--- src/msm_pkg.sv ---
// ---------------------------------------------------------------------------
// msm_pkg
// types, constants and helpers of the motor axis safety monitor
// ---------------------------------------------------------------------------
package msm_pkg;

    localparam int OVERCURRENT_SAMPLES = 3;
    localparam int OVERSPEED_SAMPLES   = 20;
    localparam int TRACKING_SAMPLES    = 100;
    localparam int BUS_FAULT_SAMPLES   = 100;
    localparam int SOFT_GUARD_UM       = 1000;

    localparam int OC_CNT_W  = $clog2(OVERCURRENT_SAMPLES + 1);
    localparam int OS_CNT_W  = $clog2(OVERSPEED_SAMPLES + 1);
    localparam int TR_CNT_W  = $clog2(TRACKING_SAMPLES + 1);
    localparam int BUS_CNT_W = $clog2(BUS_FAULT_SAMPLES + 1);

    localparam int CFG_IDX_W  = 3;
    localparam int CFG_DATA_W = 32;

    localparam logic [CFG_IDX_W-1:0] CFG_CURRENT_PEAK_LIMIT = 3'd0;
    localparam logic [CFG_IDX_W-1:0] CFG_BUS_VOLTAGE_MIN    = 3'd1;
    localparam logic [CFG_IDX_W-1:0] CFG_BUS_VOLTAGE_MAX    = 3'd2;
    localparam logic [CFG_IDX_W-1:0] CFG_SOFT_MIN_UM        = 3'd3;
    localparam logic [CFG_IDX_W-1:0] CFG_SOFT_MAX_UM        = 3'd4;
    localparam logic [CFG_IDX_W-1:0] CFG_VELOCITY_LIMIT     = 3'd5;
    localparam logic [CFG_IDX_W-1:0] CFG_TRACKING_LIMIT_UM  = 3'd6;

    localparam int FB_OC = 0;
    localparam int FB_UV = 1;
    localparam int FB_OV = 2;
    localparam int FB_OS = 3;
    localparam int FB_TR = 4;

    localparam logic [14:0]        CURRENT_PEAK_RESET  = 15'd32767;
    localparam logic [15:0]        BUS_MIN_RESET       = 16'd8000;
    localparam logic [15:0]        BUS_MAX_RESET       = 16'd30000;
    localparam logic signed [32:0] SOFT_LO_RESET       =
        -33'sd2147483648 - 33'(SOFT_GUARD_UM);
    localparam logic signed [32:0] SOFT_HI_RESET       =
        33'sd2147483647 + 33'(SOFT_GUARD_UM);
    localparam int                 VELOCITY_RESET      = 32767;
    localparam logic [16:0]        VEL_TRIP_RESET      = 17'(3 * VELOCITY_RESET);
    localparam logic [19:0]        TRACKING_RESET      = 20'd2000;

    typedef struct packed {
        logic signed [15:0] phase_u_ma;
        logic signed [15:0] phase_v_ma;
        logic signed [15:0] phase_w_ma;
        logic        [15:0] bus_voltage;
        logic               bus_voltage_valid;
        logic signed [31:0] position_um;
        logic signed [31:0] setpoint_um;
        logic signed [15:0] velocity;
        logic               homed;
        logic               in_motion;
        logic               homing_run;
        logic               fault_clear;
    } t_in_item;

    typedef struct packed {
        logic       inhibit;
        logic [4:0] fault_bits;
        logic       power_ready;
    } t_out_item;

    // guarded window and 1.5x trip are held pre-scaled
    typedef struct packed {
        logic        [14:0] current_peak_limit;
        logic        [15:0] bus_voltage_min;
        logic        [15:0] bus_voltage_max;
        logic signed [32:0] soft_lo_um;
        logic signed [32:0] soft_hi_um;
        logic        [16:0] vel_trip_x2;
        logic        [19:0] tracking_limit_um;
    } t_cfg;

    typedef struct packed {
        logic overcurrent;
        logic undervoltage;
        logic overvoltage;
        logic overspeed;
        logic tracking;
        logic outside;
        logic power_ready;
    } t_cond;

    function automatic logic [16:0] abs16(input logic signed [15:0] x);
        logic signed [16:0] s;
        s = {x[15], x};
        return s[16] ? 17'(-s) : 17'(s);
    endfunction

endpackage

--- src/msm_cond.sv ---
// ---------------------------------------------------------------------------
// msm_cond
// per-sample fault condition evaluation against the configured limits
// ---------------------------------------------------------------------------
module msm_cond (
    input  msm_pkg::t_in_item i_item,
    input  msm_pkg::t_cfg     i_cfg,
    output msm_pkg::t_cond    o_cond
);
    import msm_pkg::*;

    logic [16:0]        iu_mag;
    logic [16:0]        iv_mag;
    logic [16:0]        iw_mag;
    logic [16:0]        vel_mag;
    logic [16:0]        vel_x2;
    logic signed [32:0] pos_ext;
    logic signed [32:0] trk_diff;
    logic [32:0]        trk_mag;
    logic               uv;
    logic               ov;

    always_comb begin
        iu_mag   = abs16(i_item.phase_u_ma);
        iv_mag   = abs16(i_item.phase_v_ma);
        iw_mag   = abs16(i_item.phase_w_ma);
        vel_mag  = abs16(i_item.velocity);
        vel_x2   = {vel_mag[15:0], 1'b0};
        pos_ext  = {i_item.position_um[31], i_item.position_um};
        trk_diff = {i_item.setpoint_um[31], i_item.setpoint_um} - pos_ext;
        trk_mag  = trk_diff[32] ? 33'(-trk_diff) : 33'(trk_diff);

        uv = i_item.bus_voltage_valid && (i_item.bus_voltage < i_cfg.bus_voltage_min);
        ov = i_item.bus_voltage_valid && (i_item.bus_voltage > i_cfg.bus_voltage_max);

        o_cond.overcurrent  = (iu_mag > {2'b00, i_cfg.current_peak_limit})
                           || (iv_mag > {2'b00, i_cfg.current_peak_limit})
                           || (iw_mag > {2'b00, i_cfg.current_peak_limit});
        o_cond.undervoltage = uv;
        o_cond.overvoltage  = ov;
        o_cond.overspeed    = i_item.in_motion && (vel_x2 > i_cfg.vel_trip_x2);
        o_cond.tracking     = i_item.in_motion
                           && (trk_mag > {13'd0, i_cfg.tracking_limit_um});
        o_cond.outside      = (pos_ext < i_cfg.soft_lo_um) || (pos_ext > i_cfg.soft_hi_um);
        o_cond.power_ready  = i_item.bus_voltage_valid && !uv && !ov;
    end

endmodule

--- src/motor_axis_safety_monitor_unit.sv ---
// ---------------------------------------------------------------------------
// motor_axis_safety_monitor_unit
// debounced overcurrent, bus voltage, overspeed, tracking and soft travel window fault monitor
// ---------------------------------------------------------------------------
// Takes one sample transaction per clock while the output side is not stalled,
// and returns one result per sample through the input register and then the
// result register. The rate is set by the debounce counters and fault latch,
// which are updated once per sample. A stalled result is held in the output
// register while the next sample waits in the input register. Configuration writes
// take effect at once and should be made while no sample is in flight.
module motor_axis_safety_monitor_unit (
    input  logic                                i_clk,
    input  logic                                i_rst_n,
    input  logic                                i_cfg_we,
    input  logic [msm_pkg::CFG_IDX_W-1:0]       i_cfg_index,
    input  logic [msm_pkg::CFG_DATA_W-1:0]      i_cfg_data,
    input  logic                                i_in_valid,
    output logic                                o_in_ready,
    input  msm_pkg::t_in_item                   i_in_data,
    output logic                                o_out_valid,
    input  logic                                i_out_ready,
    output msm_pkg::t_out_item                  o_out_data
);
    import msm_pkg::*;

    t_cfg      r_cfg;
    logic      r_in_valid;
    t_in_item  r_in;
    logic      r_out_valid;
    t_out_item r_out;

    logic [OC_CNT_W-1:0]  r_oc_cnt,  n_oc_cnt;
    logic [BUS_CNT_W-1:0] r_uv_cnt,  n_uv_cnt;
    logic [BUS_CNT_W-1:0] r_ov_cnt,  n_ov_cnt;
    logic [OS_CNT_W-1:0]  r_os_cnt,  n_os_cnt;
    logic [TR_CNT_W-1:0]  r_tr_cnt,  n_tr_cnt;
    logic [4:0]           r_faults,  n_faults;

    t_cond     cond;
    t_out_item n_out;
    logic      out_free;
    logic      advance;

    msm_cond u_msm_cond (
        .i_item (r_in),
        .i_cfg  (r_cfg),
        .o_cond (cond)
    );

    assign out_free   = !r_out_valid || i_out_ready;
    assign advance    = r_in_valid && out_free;
    assign o_in_ready = !r_in_valid || out_free;

    // debounce counters and fault latch
    always_comb begin
        n_faults = r_in.fault_clear ? 5'd0 : r_faults;

        if (cond.overcurrent) begin
            n_oc_cnt = (r_oc_cnt < OC_CNT_W'(OVERCURRENT_SAMPLES)) ? r_oc_cnt + 1'b1 : r_oc_cnt;
            if (n_oc_cnt == OC_CNT_W'(OVERCURRENT_SAMPLES)) begin
                n_faults[FB_OC] = 1'b1;
            end
        end else begin
            n_oc_cnt = '0;
        end

        if (cond.undervoltage) begin
            n_uv_cnt = (r_uv_cnt < BUS_CNT_W'(BUS_FAULT_SAMPLES)) ? r_uv_cnt + 1'b1 : r_uv_cnt;
            if (n_uv_cnt == BUS_CNT_W'(BUS_FAULT_SAMPLES)) begin
                n_faults[FB_UV] = 1'b1;
            end
        end else begin
            n_uv_cnt = '0;
        end

        if (cond.overvoltage) begin
            n_ov_cnt = (r_ov_cnt < BUS_CNT_W'(BUS_FAULT_SAMPLES)) ? r_ov_cnt + 1'b1 : r_ov_cnt;
            if (n_ov_cnt == BUS_CNT_W'(BUS_FAULT_SAMPLES)) begin
                n_faults[FB_OV] = 1'b1;
            end
        end else begin
            n_ov_cnt = '0;
        end

        n_os_cnt = '0;
        n_tr_cnt = '0;
        if (!r_in.homing_run) begin
            if (r_in.homed && cond.outside) begin
                n_faults[FB_TR] = 1'b1;
            end
            if (cond.overspeed) begin
                n_os_cnt = (r_os_cnt < OS_CNT_W'(OVERSPEED_SAMPLES)) ? r_os_cnt + 1'b1
                                                                      : r_os_cnt;
                if (n_os_cnt == OS_CNT_W'(OVERSPEED_SAMPLES)) begin
                    n_faults[FB_OS] = 1'b1;
                end
            end
            if (cond.tracking) begin
                n_tr_cnt = (r_tr_cnt < TR_CNT_W'(TRACKING_SAMPLES)) ? r_tr_cnt + 1'b1
                                                                     : r_tr_cnt;
                if (n_tr_cnt == TR_CNT_W'(TRACKING_SAMPLES)) begin
                    n_faults[FB_TR] = 1'b1;
                end
            end
        end

        n_out.fault_bits  = n_faults;
        n_out.power_ready = cond.power_ready;
        n_out.inhibit     = !cond.power_ready || (n_faults != 5'd0);
    end

    // configuration registers
    always_ff @(posedge i_clk) begin
        if (!i_rst_n) begin
            r_cfg.current_peak_limit <= CURRENT_PEAK_RESET;
            r_cfg.bus_voltage_min    <= BUS_MIN_RESET;
            r_cfg.bus_voltage_max    <= BUS_MAX_RESET;
            r_cfg.soft_lo_um         <= SOFT_LO_RESET;
            r_cfg.soft_hi_um         <= SOFT_HI_RESET;
            r_cfg.vel_trip_x2        <= VEL_TRIP_RESET;
            r_cfg.tracking_limit_um  <= TRACKING_RESET;
        end else if (i_cfg_we) begin
            unique case (i_cfg_index)
                CFG_CURRENT_PEAK_LIMIT: begin
                    r_cfg.current_peak_limit <= i_cfg_data[14:0];
                end
                CFG_BUS_VOLTAGE_MIN: begin
                    r_cfg.bus_voltage_min <= i_cfg_data[15:0];
                end
                CFG_BUS_VOLTAGE_MAX: begin
                    r_cfg.bus_voltage_max <= i_cfg_data[15:0];
                end
                CFG_SOFT_MIN_UM: begin
                    r_cfg.soft_lo_um <= $signed({i_cfg_data[31], i_cfg_data})
                                      - 33'(SOFT_GUARD_UM);
                end
                CFG_SOFT_MAX_UM: begin
                    r_cfg.soft_hi_um <= $signed({i_cfg_data[31], i_cfg_data})
                                      + 33'(SOFT_GUARD_UM);
                end
                CFG_VELOCITY_LIMIT: begin
                    r_cfg.vel_trip_x2 <= {2'b00, i_cfg_data[14:0]}
                                       + {1'b0, i_cfg_data[14:0], 1'b0};
                end
                CFG_TRACKING_LIMIT_UM: begin
                    r_cfg.tracking_limit_um <= i_cfg_data[19:0];
                end
                default: begin
                end
            endcase
        end
    end

    // input register, state and result register
    always_ff @(posedge i_clk) begin
        if (!i_rst_n) begin
            r_in_valid  <= 1'b0;
            r_out_valid <= 1'b0;
            r_oc_cnt    <= '0;
            r_uv_cnt    <= '0;
            r_ov_cnt    <= '0;
            r_os_cnt    <= '0;
            r_tr_cnt    <= '0;
            r_faults    <= '0;
        end else begin
            if (o_in_ready) begin
                r_in_valid <= i_in_valid;
            end
            if (advance) begin
                r_out_valid <= 1'b1;
                r_oc_cnt    <= n_oc_cnt;
                r_uv_cnt    <= n_uv_cnt;
                r_ov_cnt    <= n_ov_cnt;
                r_os_cnt    <= n_os_cnt;
                r_tr_cnt    <= n_tr_cnt;
                r_faults    <= n_faults;
            end else if (i_out_ready) begin
                r_out_valid <= 1'b0;
            end
        end
    end

    always_ff @(posedge i_clk) begin
        if (o_in_ready) begin
            r_in <= i_in_data;
        end
        if (advance) begin
            r_out <= n_out;
        end
    end

    assign o_out_valid = r_out_valid;
    assign o_out_data  = r_out;

endmodule

--- config.mk ---
export PLATFORM = sky130hd
export DESIGN_NAME = motor_axis_safety_monitor_unit
export DESIGN_NICKNAME = d
export VERILOG_FILES = /design/src/msm_pkg.sv /design/src/msm_cond.sv /design/src/motor_axis_safety_monitor_unit.sv
export SDC_FILE = /design/constraint.sdc
export NUM_CORES = 1
export LEC_CHECK = 0
export ABC_AREA = 1
export BUFFER_PORTS_ARGS = -buffer_cell sky130_fd_sc_hd__buf_2
export CORE_MARGIN = 2
export CORE_UTILIZATION = 60
export DETAILED_ROUTE_END_ITERATION = 12
export GPL_TIMING_DRIVEN = 1
export PLACE_DENSITY = 0.8
export SYNTH_ARGS = -nofsm -noshare
export SYNTH_HDL_FRONTEND = slang
export SYNTH_SLANG_ARGS = --single-unit
--- constraint.sdc ---
create_clock -name i_clk -period 7.25 [get_ports i_clk]
set_clock_uncertainty 0.1 [all_clocks]
set_input_delay 1.0875 -clock i_clk [delete_from_list [all_inputs] [get_ports i_clk]]
set_output_delay 1.0875 -clock i_clk [all_outputs]
set_load 0.1 [all_outputs]
==> results.ini <==
[cts]
cts_buffers = 39
clk_path_buf_depth = 3
htreeDepth = 2
cts_resized = 0
cts_root_buf = clkbuf_16
clkTransAtPathRegs_ns = 0.06
post_cts_buffers = 0
clkLatencyLatePin_ns = 0.59
numClockSinks = 341
cts_tree = built
cts_hold_buf = 0

[hold_path]
whs_endpoint = r_cfg[69]
hold_class = reg2reg
min_from = r_cfg[69]
hold_depth = 2

[sta]
rsz0062_at_grt = no
worstMarginPinSlew_ns = 1.07
final_hold_viol_count = 0
slew_viol_final = 0
min_period_ns = 5.44
setup_viol = 0
max_slew_margin_pct = 28.0
finalSetupTns_ns = 0
fmaxAchievable_ghz = 0.184
fin_crit_sh_pct = 75.0

[setup_path]
start_kind = flip-flop
cp_max_fo = 17
path_delay_family = simple AND/OR/NAND/NOR gates
crit_path_frequent_cell = nand2_1
cp_num_buf_inv = 1
reg2reg_slack_ns = 1.81
reg2reg_to = o_out_data[6]
crit_arrival_ns = 5.65
critical_path.max_stage_delay_ns = 0.53
cp.required_ns = 7.46
cp_slowest_cell = or4_1
cp.depth = 30
r2r_cells = 30
r2r_start = r_in[52]
crit_path_end_kind = flip-flop
crit_type = reg2reg

[routing]
route.detailed.drc = 0
drtPass1Iterations = 8
num_vias = 20800
dr.first_iter.drc_count = 1493
routed_wl_mm = 64.0
antenna_left = 0
wl_per_cell_um = 17.1
via_per_inst = 5.56

[floorplanning]
chipHeight_um = 200
die-area_um2 = 40100
core-area_um2 = 37800
io_pins = 198
initial_core_util_pct = 61.1
num_rows = 71
die_w_um = 200

[grt]
grt_overflow = 0
grt_pass1_wl_mm = 103
grt_pass1_vias = 20300
grt_max_degree = 82
track_usage_pct = 31.6
antenna_found_initial = 4

[synthesis]
synth_edf_count = 156
seq_area_frac_synth_pct = 36.3
synthArstFlopShare_pct = 0
synth_flop_cell = dfxtp_1
syn-num-nets = 3450
avgSynthCellArea_um2 = 7.69
synth_xor_area_share_pct = 4.54
syn_inst = 3008
ys_warn_count = 0
synth_fa_ha_area_share_pct = 13.8
synth_compound_area_share_pct = 13.2
ys_types = 59
synth_top_family_by_area = simple AND/OR/NAND/NOR gates
synth-simple-area-share_pct = 22.5
ys_ff_latch = 341
synth_area_um2 = 23100
synth_mux_area_share_pct = 0.146

[final_layout]
multi_input_area_um2 = 12500
drive_gt1_share_pct = 11.8
fillers = 3230
ff_latch_area_um2 = 8390
nNetsFinal = 3639
syn_to_final_growth_pct = 12.2

[power_and_ir_drop]
p_per_area_nw_per_um2 = 205
total_power_mw = 5.33
leakage_nw = 12.7
vdd_drop_max_v = 0.000261

[placed_design]
gp_congestion = 0.911
io_buffers = 197
place_hpwl_mm = 49.1

[run]
cap_violations = 0

[run_status]
outcome = complete, no violations

-- final cells by class --
type | instances | area share, %
clock inverter | 21 | 0.800
inverter | 526 | 7.61
sequential | 341 | 32.3
timing repair buffer | 211 | 4.21
clock buffer | 51 | 4.26
tap | 511 | 2.46
multi-input combinational | 2078 | 48.3
antenna | 4 | 0.0386
-- worst min-delay path, cell delays in order (launching register included) --
cell     delay (ns)
dfxtp_1        0.31
nand2_1        0.07
a21oi_1        0.06
-- routing by layer --
layer | track usage (%) | up-vias | routed length [µm]
met1 | 39.7 | 9655 | 27400
met3 | 4.33 | 128 | 3930
li1 | - | 10400 | -
met4 | 13.0 | 0 | 2420
met2 | 54.7 | 677 | 30300
met5 | 0 | - | 0
-- state kept, by name, summed over array words and instances (netlist names) --
signal / cells
o_out_data: 7
r_os_cnt: 5
r_faults: 5
r_ov_cnt: 7
r_in: 149
r_uv_cnt: 7
r_tr_cnt: 7
r_in_valid: 1
r_cfg: 150
r_oc_cnt: 2
o_out_valid: 1
-- through the flow --
step           utilization [%]  worst slack (ns)  area (µm²)  hold slack, ns  std cells
5_1_grt                   68.6              1.23       26000           0.412       3743
2_1_floorplan                -              2.26       23100           0.321       3008
3_5_place_dp              65.1              1.86       24600           0.367       3667
3_3_place_gp              65.1              2.03       24600           0.351       3667
4_1_cts                   68.6              1.84       25900           0.383       3739
6_report                  68.6              1.81       26000           0.382       3743
-- power by group --
group	switching [mW]	total, mW	internal (mW)
sequential	0.0611	2.16	2.10
clock	0.841	2.03	1.19
combinational	0.740	1.13	0.393
-- kinds of logic (layout without fill, tap and decap cells) --
logic type | after synthesis | count (layout)
buffers and inverters | 589 | 809
adders and majority gates | 253 | 253
and+or+nand+nor | 1171 | 1171
muxes | 3 | 3
other | 0 | 4
DFF | 341 | 341
AOI/OAI and AO/OA | 531 | 531
xor gates and xnor gates | 120 | 120
-- layout by cell type, fill, tap and decap left out, types with 7 or more instances in the layout --
cell type    n
nand2_2     31
nor3_1      51
nor4_1      13
ha_1       251
o221ai_1     7
nand3_2     16
nor2_1     180
edfxtp_1   156
clkbuf_1     7
o21bai_1     7
nor2_2      20
a31oi_1      7
o21ai_0    140
a21oi_1    240
inv_2       16
o211ai_1    77
xor2_1      88
nand2_1    630
clkbuf_16   42
clkinv_2     7
xnor2_1     32
nor2_4       8
inv_1      504
nand4_1     33
nand3_1    147
buf_4       15
o31ai_1     16
dfxtp_1    185
nand3b_1    13
clkinv_1    10
buf_2      196
-- worst max path at each step --
stage / from / end
2_1_floorplan: o_out_valid / r_in[0]
3_3_place_gp: r_in[52] / o_out_data[6]
3_5_place_dp: r_in[52] / o_out_data[6]
4_1_cts: r_in[52] / o_out_data[6]
5_1_grt: r_in[52] / o_out_data[6]
6_report: r_in[52] / o_out_data[6]
-- cell usage after synthesis, types with 33 or more instances --
| cell | n | area (µm²) |
|---|---|---|
| o211ai_1 | 77 | 578 |
| nand3_1 | 148 | 741 |
| edfxtp_1 | 156 | 4680 |
| nor3_1 | 52 | 260 |
| nor2_1 | 182 | 683 |
| xor2_1 | 88 | 771 |
| ha_1 | 251 | 3140 |
| clkbuf_1 | 54 | 203 |
| nand2_1 | 630 | 2360 |
| inv_1 | 504 | 1890 |
| nand4_1 | 33 | 206 |
| dfxtp_1 | 185 | 3700 |
| a21oi_1 | 240 | 1200 |
| o21ai_0 | 140 | 701 |
(Power assumes the default switching activity.)
